===== src/rtl/owbm_pkg.sv =====
// ----------------------------------------------------------------------------
// owbm_pkg
// Shared types and timing constants of the one-wire bus master.
// ----------------------------------------------------------------------------
package owbm_pkg;

	// Item codes on req_type.
	typedef enum logic [1:0] {
		REQ_TICK  = 2'd0,
		REQ_RESET = 2'd1,
		REQ_WRITE = 2'd2,
		REQ_READ  = 2'd3
	} req_t;

	// Operation in progress. The codes match the command codes.
	typedef enum logic [1:0] {
		OP_IDLE  = 2'd0,
		OP_RESET = 2'd1,
		OP_WRITE = 2'd2,
		OP_READ  = 2'd3
	} op_t;

	typedef enum logic [1:0] {
		PH_LOW     = 2'd0,
		PH_RELEASE = 2'd1,
		PH_RECOVER = 2'd2
	} phase_t;

	localparam int unsigned TICK_W = 9;

	// Phase lengths in ticks.
	localparam logic [TICK_W-1:0] LEN_RST_LOW   = 9'd480;
	localparam logic [TICK_W-1:0] LEN_RST_REL   = 9'd500;
	localparam logic [TICK_W-1:0] LEN_W1_LOW    = 9'd6;
	localparam logic [TICK_W-1:0] LEN_W1_REL    = 9'd64;
	localparam logic [TICK_W-1:0] LEN_W0_LOW    = 9'd60;
	localparam logic [TICK_W-1:0] LEN_W0_REL    = 9'd10;
	localparam logic [TICK_W-1:0] LEN_RD_LOW    = 9'd2;
	localparam logic [TICK_W-1:0] LEN_RD_SAMPLE = 9'd10;
	localparam logic [TICK_W-1:0] LEN_RD_REC    = 9'd50;

	localparam logic [2:0] LAST_BIT = 3'd7;

	// One result item as produced by the step logic.
	typedef struct packed {
		logic       drive_low;
		logic       busy_res;
		logic       op_done;
		logic       presence;
		logic [7:0] read_data;
		logic       cmd_rejected;
	} result_t;

endpackage


===== src/rtl/owbm_step.sv =====
// ----------------------------------------------------------------------------
// owbm_step
// Bus state registers and the single-pass update for one tick or command.
// ----------------------------------------------------------------------------
module owbm_step (
	input  logic                clk,
	input  logic                arst_n,
	input  logic                commit,
	input  owbm_pkg::req_t      req_type,
	input  logic [7:0]          data_byte,
	input  logic                bus_level,
	output owbm_pkg::result_t   res
);
	import owbm_pkg::*;

	op_t                op_q, op_d;
	phase_t             phase_q, phase_d;
	logic [TICK_W-1:0]  tick_q, tick_d;
	logic [2:0]         bit_q, bit_d;
	logic [7:0]         shift_q, shift_d;
	logic               pres_q, pres_d;
	logic [7:0]         rdres_q, rdres_d;

	logic [TICK_W-1:0]  len;
	logic [TICK_W-1:0]  count;
	logic               reached;
	logic               drive_now;
	logic               slot_end;
	logic               done;
	logic               rejected;
	logic               drive;

	always_ff @(posedge clk or negedge arst_n) begin
		if (!arst_n) begin
			op_q    <= OP_IDLE;
			phase_q <= PH_LOW;
			tick_q  <= '0;
			bit_q   <= '0;
			shift_q <= '0;
			pres_q  <= 1'b0;
			rdres_q <= '0;
		end else if (commit) begin
			op_q    <= op_d;
			phase_q <= phase_d;
			tick_q  <= tick_d;
			bit_q   <= bit_d;
			shift_q <= shift_d;
			pres_q  <= pres_d;
			rdres_q <= rdres_d;
		end
	end

	// Length of the current phase; write slots depend on the bit being sent.
	always_comb begin
		case (op_q)
			OP_RESET: len = (phase_q == PH_LOW) ? LEN_RST_LOW : LEN_RST_REL;
			OP_WRITE: begin
				if (phase_q == PH_LOW)
					len = shift_q[0] ? LEN_W1_LOW : LEN_W0_LOW;
				else
					len = shift_q[0] ? LEN_W1_REL : LEN_W0_REL;
			end
			default: begin
				case (phase_q)
					PH_LOW:     len = LEN_RD_LOW;
					PH_RELEASE: len = LEN_RD_SAMPLE;
					default:    len = LEN_RD_REC;
				endcase
			end
		endcase
	end

	assign count     = tick_q + TICK_W'(1);
	assign reached   = (count >= len);
	assign drive_now = (op_q != OP_IDLE) && (phase_q == PH_LOW);

	always_comb begin
		op_d     = op_q;
		phase_d  = phase_q;
		tick_d   = tick_q;
		bit_d    = bit_q;
		shift_d  = shift_q;
		pres_d   = pres_q;
		rdres_d  = rdres_q;
		slot_end = 1'b0;
		done     = 1'b0;
		rejected = 1'b0;
		drive    = drive_now;

		if (req_type == REQ_TICK) begin
			if (op_q != OP_IDLE) begin
				if (op_q == OP_RESET && phase_q == PH_RELEASE && !bus_level)
					pres_d = 1'b1;
				if (op_q == OP_READ && phase_q == PH_RELEASE && reached)
					shift_d = {bus_level, shift_q[7:1]};

				if (!reached) begin
					tick_d = count;
				end else begin
					tick_d = '0;
					case (op_q)
						OP_RESET: begin
							if (phase_q == PH_LOW) begin
								phase_d = PH_RELEASE;
							end else begin
								op_d    = OP_IDLE;
								phase_d = PH_LOW;
								done    = 1'b1;
							end
						end
						OP_WRITE: begin
							if (phase_q == PH_LOW)
								phase_d = PH_RELEASE;
							else
								slot_end = 1'b1;
						end
						default: begin
							case (phase_q)
								PH_LOW:     phase_d = PH_RELEASE;
								PH_RELEASE: phase_d = PH_RECOVER;
								default:    slot_end = 1'b1;
							endcase
						end
					endcase

					if (slot_end) begin
						phase_d = PH_LOW;
						if (op_q == OP_WRITE)
							shift_d = {1'b0, shift_q[7:1]};
						if (bit_q >= LAST_BIT) begin
							// The recovery phase leaves the shift register untouched,
							// so the assembled byte is the registered value.
							if (op_q == OP_READ)
								rdres_d = shift_q;
							op_d  = OP_IDLE;
							bit_d = '0;
							done  = 1'b1;
						end else begin
							bit_d = bit_q + 3'd1;
						end
					end
				end
			end
		end else if (op_q != OP_IDLE) begin
			rejected = 1'b1;
		end else begin
			op_d    = op_t'(req_type);
			phase_d = PH_LOW;
			tick_d  = '0;
			bit_d   = '0;
			shift_d = (req_type == REQ_WRITE) ? data_byte : 8'd0;
			if (req_type == REQ_RESET)
				pres_d = 1'b0;
			drive   = 1'b1;
		end
	end

	assign res.drive_low    = drive;
	assign res.busy_res     = (op_d != OP_IDLE);
	assign res.op_done      = done;
	assign res.presence     = pres_d;
	assign res.read_data    = rdres_d;
	assign res.cmd_rejected = rejected;

`ifndef SYNTHESIS
	a_done_goes_idle: assert property (@(posedge clk) disable iff (!arst_n)
		(commit && res.op_done) |=> (op_q == OP_IDLE))
		else $error("operation still active after completion");

	a_reject_keeps_state: assert property (@(posedge clk) disable iff (!arst_n)
		(commit && res.cmd_rejected) |=> ($stable(op_q) && $stable(tick_q)
			&& $stable(bit_q) && $stable(shift_q)))
		else $error("rejected command changed the bus state");

	a_tick_in_range: assert property (@(posedge clk) disable iff (!arst_n)
		tick_q < LEN_RST_REL)
		else $error("tick counter ran past the longest phase");

	a_idle_clean: assert property (@(posedge clk) disable iff (!arst_n)
		(op_q == OP_IDLE) |-> (bit_q == 3'd0 && phase_q == PH_LOW && tick_q == '0))
		else $error("idle master holds leftover slot state");
`endif

endmodule


===== src/rtl/one_wire_bus_master.sv =====
// ----------------------------------------------------------------------------
// one_wire_bus_master
// Open-drain one-wire bus master driven by one-microsecond tick items.
// ----------------------------------------------------------------------------
// Every item, tick or command, is taken into an input register, then run
// through the single-pass bus state update and written to the result
// register when that register can advance. The block accepts one item per
// clock cycle while the result is not stalled. A stalled result holds the
// result register, and the input register then holds the next item.
module one_wire_bus_master (
	input  logic       clk,
	input  logic       arst_n,
	input  logic       in_valid,
	output logic       in_stall,
	input  logic [1:0] req_type,
	input  logic [7:0] data_byte,
	input  logic       bus_level,
	output logic       out_valid,
	input  logic       out_stall,
	output logic       drive_low,
	output logic       busy_res,
	output logic       op_done,
	output logic       presence,
	output logic [7:0] read_data,
	output logic       cmd_rejected
);
	import owbm_pkg::*;

	logic       valid_s1;
	req_t       req_s1;
	logic [7:0] data_s1;
	logic       bus_s1;
	logic       out_valid_q;
	result_t    res_q;
	result_t    res;
	logic       advance;
	logic       commit;

	assign advance  = !out_valid_q || !out_stall;
	assign commit   = valid_s1 && advance;
	assign in_stall = valid_s1 && !advance;

	always_ff @(posedge clk or negedge arst_n) begin
		if (!arst_n) begin
			valid_s1 <= 1'b0;
		end else if (!in_stall) begin
			valid_s1 <= in_valid;
		end
	end

	always_ff @(posedge clk) begin
		if (in_valid && !in_stall) begin
			req_s1  <= req_t'(req_type);
			data_s1 <= data_byte;
			bus_s1  <= bus_level;
		end
	end

	owbm_step u_step (
		.clk       (clk),
		.arst_n    (arst_n),
		.commit    (commit),
		.req_type  (req_s1),
		.data_byte (data_s1),
		.bus_level (bus_s1),
		.res       (res)
	);

	always_ff @(posedge clk or negedge arst_n) begin
		if (!arst_n) begin
			out_valid_q <= 1'b0;
		end else if (advance) begin
			out_valid_q <= valid_s1;
		end
	end

	always_ff @(posedge clk) begin
		if (commit)
			res_q <= res;
	end

	assign out_valid    = out_valid_q;
	assign drive_low    = res_q.drive_low;
	assign busy_res     = res_q.busy_res;
	assign op_done      = res_q.op_done;
	assign presence     = res_q.presence;
	assign read_data    = res_q.read_data;
	assign cmd_rejected = res_q.cmd_rejected;

endmodule

===== config.mk =====
export PLATFORM = sky130hd
export DESIGN_NAME = one_wire_bus_master
export DESIGN_NICKNAME = d
export VERILOG_FILES = /design/src/rtl/owbm_pkg.sv /design/src/rtl/owbm_step.sv /design/src/rtl/one_wire_bus_master.sv
export SDC_FILE = /design/constraint.sdc
export NUM_CORES = 1
export LEC_CHECK = 0
export BUFFER_PORTS_ARGS = -buffer_cell sky130_fd_sc_hd__buf_4
export CAP_MARGIN = 10
export CORE_UTILIZATION = 60
export CTS_BUF_LIST = sky130_fd_sc_hd__clkbuf_16
export CTS_CLUSTER_SIZE = 30
export DETAILED_ROUTE_END_ITERATION = 12
export GPL_TIMING_DRIVEN = 0
export PLACE_DENSITY = 0.77
export SETUP_SLACK_MARGIN = 0.4
export SLEW_MARGIN = 20
export SYNTH_ARGS = -nofsm -noshare
export SYNTH_HDL_FRONTEND = slang
export SYNTH_SLANG_ARGS = --single-unit

===== constraint.sdc =====
create_clock -name clk -period 5 [get_ports clk]
set_clock_uncertainty 0.15 [all_clocks]
set_input_delay 0.5 -clock clk [delete_from_list [all_inputs] [get_ports clk]]
set_output_delay 0.5 -clock clk [all_outputs]
set_load 0.01 [all_outputs]

==> results.toml <==
[outcome]
status = "finished with violations"
violations = "negative hold slack"

[cts]
clock_sinks = 59
cts_tree = "built"
clkLatencyLatePin_ps = 320
cts_buffer_depth = 2
root_buffer = "clkbuf_16"
post_cts_buffers = 0
cts_buffers = 9
hold_buffers = 0
post_cts_resized = 0
ctsHtreeMaxLevel = 3
clk_pin_slew_worst_paths_ps = 50

[route]
drtIter0Drc = 173
drcViolationCount = 0
viasPerCell = 6.343
dr.pass1.iters = 7
ant_nets = 0
vias = 2537
wl_per_cell_um = 17.99
wirelength_um = 7197

[finish]
fin_area_sq_um = 3966
antenna_cells = 0
drive_above_1_share_pct = 26.97
final_common_cell = "dfrtp_1"
syn2layout_area_growth_pct = 17.54
stdcell_count = 400
final_cell_mix = "dfrtp_1, buf_4, a21oi_1, edfxtp_1"
finish.utilization_pct = 75.26
final_net_count = 357

[setup_path]
startpoint_type = "flip-flop"
critPathKind = "reg -> reg"
crit_fanout = 9
r2r_cells = 11
timing.rr.end = "read_data[7]"
r2r_slack_ps = 1500
cp.required_ps = 4910
rr_startpoint = "u_step.op_q[0]"
crit_arrival_ps = 3410
crit_path_end_kind = "flip-flop"

[flow_run]
max-cap-violations = 0

[die]
io_pins = 30
die_y_um = 77.00
die_area_sq_um = 5928
core_sq_um = 5270
rows = 26
die_w_um = 77.00
start_util_pct = 64.03

[sta]
fin_crit_sh_pct = 69.94
hold_violations = 15
fmax_mhz = 286.0
setup_ws_ps = 1503
setup_violations = 0
period_minus_slack_ps = 3497
timing.setup.tns_ps = 0
slew-limit-headroom_pct = 60.87
drv_slew = 0
tightest_slew_ps = 586.9
rsz0062_at_grt = "false"
whs_ps = -13.33

[grt]
grt_usage_pct = 27.15
gr-total-overflow = 0
grt_pass1_wl_um = 12260
antenna_found_initial = 0
grt_max_degree = 36
grt_pass1_vias = 2493

[place]
postPlaceCellArea_sq_um = 3680
hpwl_um = 4812
io_buffer_count = 29
gp_congestion = 0.7991
pre_cts_slack_ps = 1565
dp.cells = 384

[pwr]
ir_drop_v = 0.0002124
combPwrFrac_pct = 21.9
power.share.clock_pct = 38.4
leakagePower_nw = 1.724
p_total_mw = 1.509
p_per_area_nw_per_um2 = 380.3
p_seq_share_pct = 39.6
p_int_mw = 1.072
switching_power_uw = 436.5
switching_share_pct = 28.93

[logic_synthesis]
yosysWarnings = 0
synth.avg_cell_area_sq_um = 11.84
synth_cells = 285
syn_nets = 317
yosys_register_bits = 59
synth_area_sq_um = 3374
synth-seq-area-share_pct = 47.31
synth_flop_cell = "dfrtp_1"
async_reset_ff_share_pct = 59.32
synth_edf_count = 24
synth_cell_types = 64

[min_path]
hold_class = "in -> async"
## cell type report
cell class	count	area, sq um
repair buffers	29	217.7
well taps	70	87.58
plain buffers	11	87.58
clock buffers	9	225.2
inverters	12	45.04
flip-flops and latches	59	1597
clock inverters	7	61.31
fillers	383	1304
multi-input cells	203	1645
## power groups by stage
stage	Clock, mW	Sequential [mW]	Combinational [mW]
2_1_floorplan	0	0.595	0.243
3_3_place_gp	0	0.601	0.319
3_5_place_dp	0	0.604	0.326
4_1_cts	0.585	0.596	0.329
5_1_grt	0.613	0.602	0.364
6_report	0.580	0.598	0.331
## cells by family (layout without fill, tap and decap cells)
| logic type | Yosys count | after routing | synth area share (%) |
|---|---|---|---|
| fa+ha+maj | 17 | 17 | 6.303 |
| xor+xnor | 8 | 8 | 2.076 |
| compound gates | 90 | 90 | 20.10 |
| buf+inv | 23 | 68 | 3.930 |
| flops | 59 | 59 | 47.31 |
| mux | 23 | 23 | 8.454 |
| simple gates | 65 | 65 | 11.83 |
## sequential cells by signal (all words and copies together) (netlist names), 2 cells and up
name / flops
u_step.tick_q: 9
u_step.shift_q: 8
u_step.rdres_q: 8
read_data: 8
req_s1: 2
u_step.bit_q: 3
u_step.op_q: 2
data_s1: 8
u_step.phase_q: 2
## worst max-delay path, stage by stage (launching register included)
cell	delay, ps
dfrtp_1	430
inv_1	130
ha_1	330
nor2b_1	250
a21oi_1	90
o21bai_1	180
ha_1	190
a21o_1	210
a221oi_4	540
o21ai_4	160
nand4_4	210
mux2_2	360
## cell usage after synthesis, types with 5 or more instances
master / number / area share [%]
nor2_1: 10 / 1.1
ha_1: 17 / 6.3
a31oi_1: 12 / 2.2
nand2_1: 17 / 1.9
a221oi_1: 7 / 1.8
xnor2_1: 7 / 1.8
nand3_1: 5 / 0.74
a21oi_1: 24 / 3.6
mux2_4: 8 / 3.6
edfxtp_1: 24 / 21
inv_1: 12 / 1.3
mux2_2: 10 / 3.3
o21ai_0: 9 / 1.3
a22o_1: 8 / 2.1
dfrtp_1: 35 / 26
o211ai_1: 7 / 1.6
## worst max path at each step
| stage | from | end | slack, ps | cells past startpoint |
|---|---|---|---|---|
| after global routing | u_step.op_q[0] | read_data[7] | 1230 | 11 |
| after CTS | u_step.op_q[0] | read_data[7] | 1530 | 11 |
| after detailed placement | u_step.op_q[0] | read_data[2] | 1570 | 11 |
| final | u_step.op_q[0] | read_data[7] | 1500 | 11 |
| after global placement | u_step.op_q[0] | read_data[0] | 1640 | 11 |
| after floorplan | u_step.op_q[0] | read_data[0] | 1960 | 12 |
## routing by layer
layer | global-route usage (%) | wire length [um] | vias up
li1 | - | - | 1165
met4 | 14.72 | 181 | 0
met1 | 37.18 | 3225 | 1240
met3 | 4.524 | 395 | 18
met5 | 0 | 0 | -
met2 | 41.25 | 3395 | 114
(Power assumes the default switching activity.)
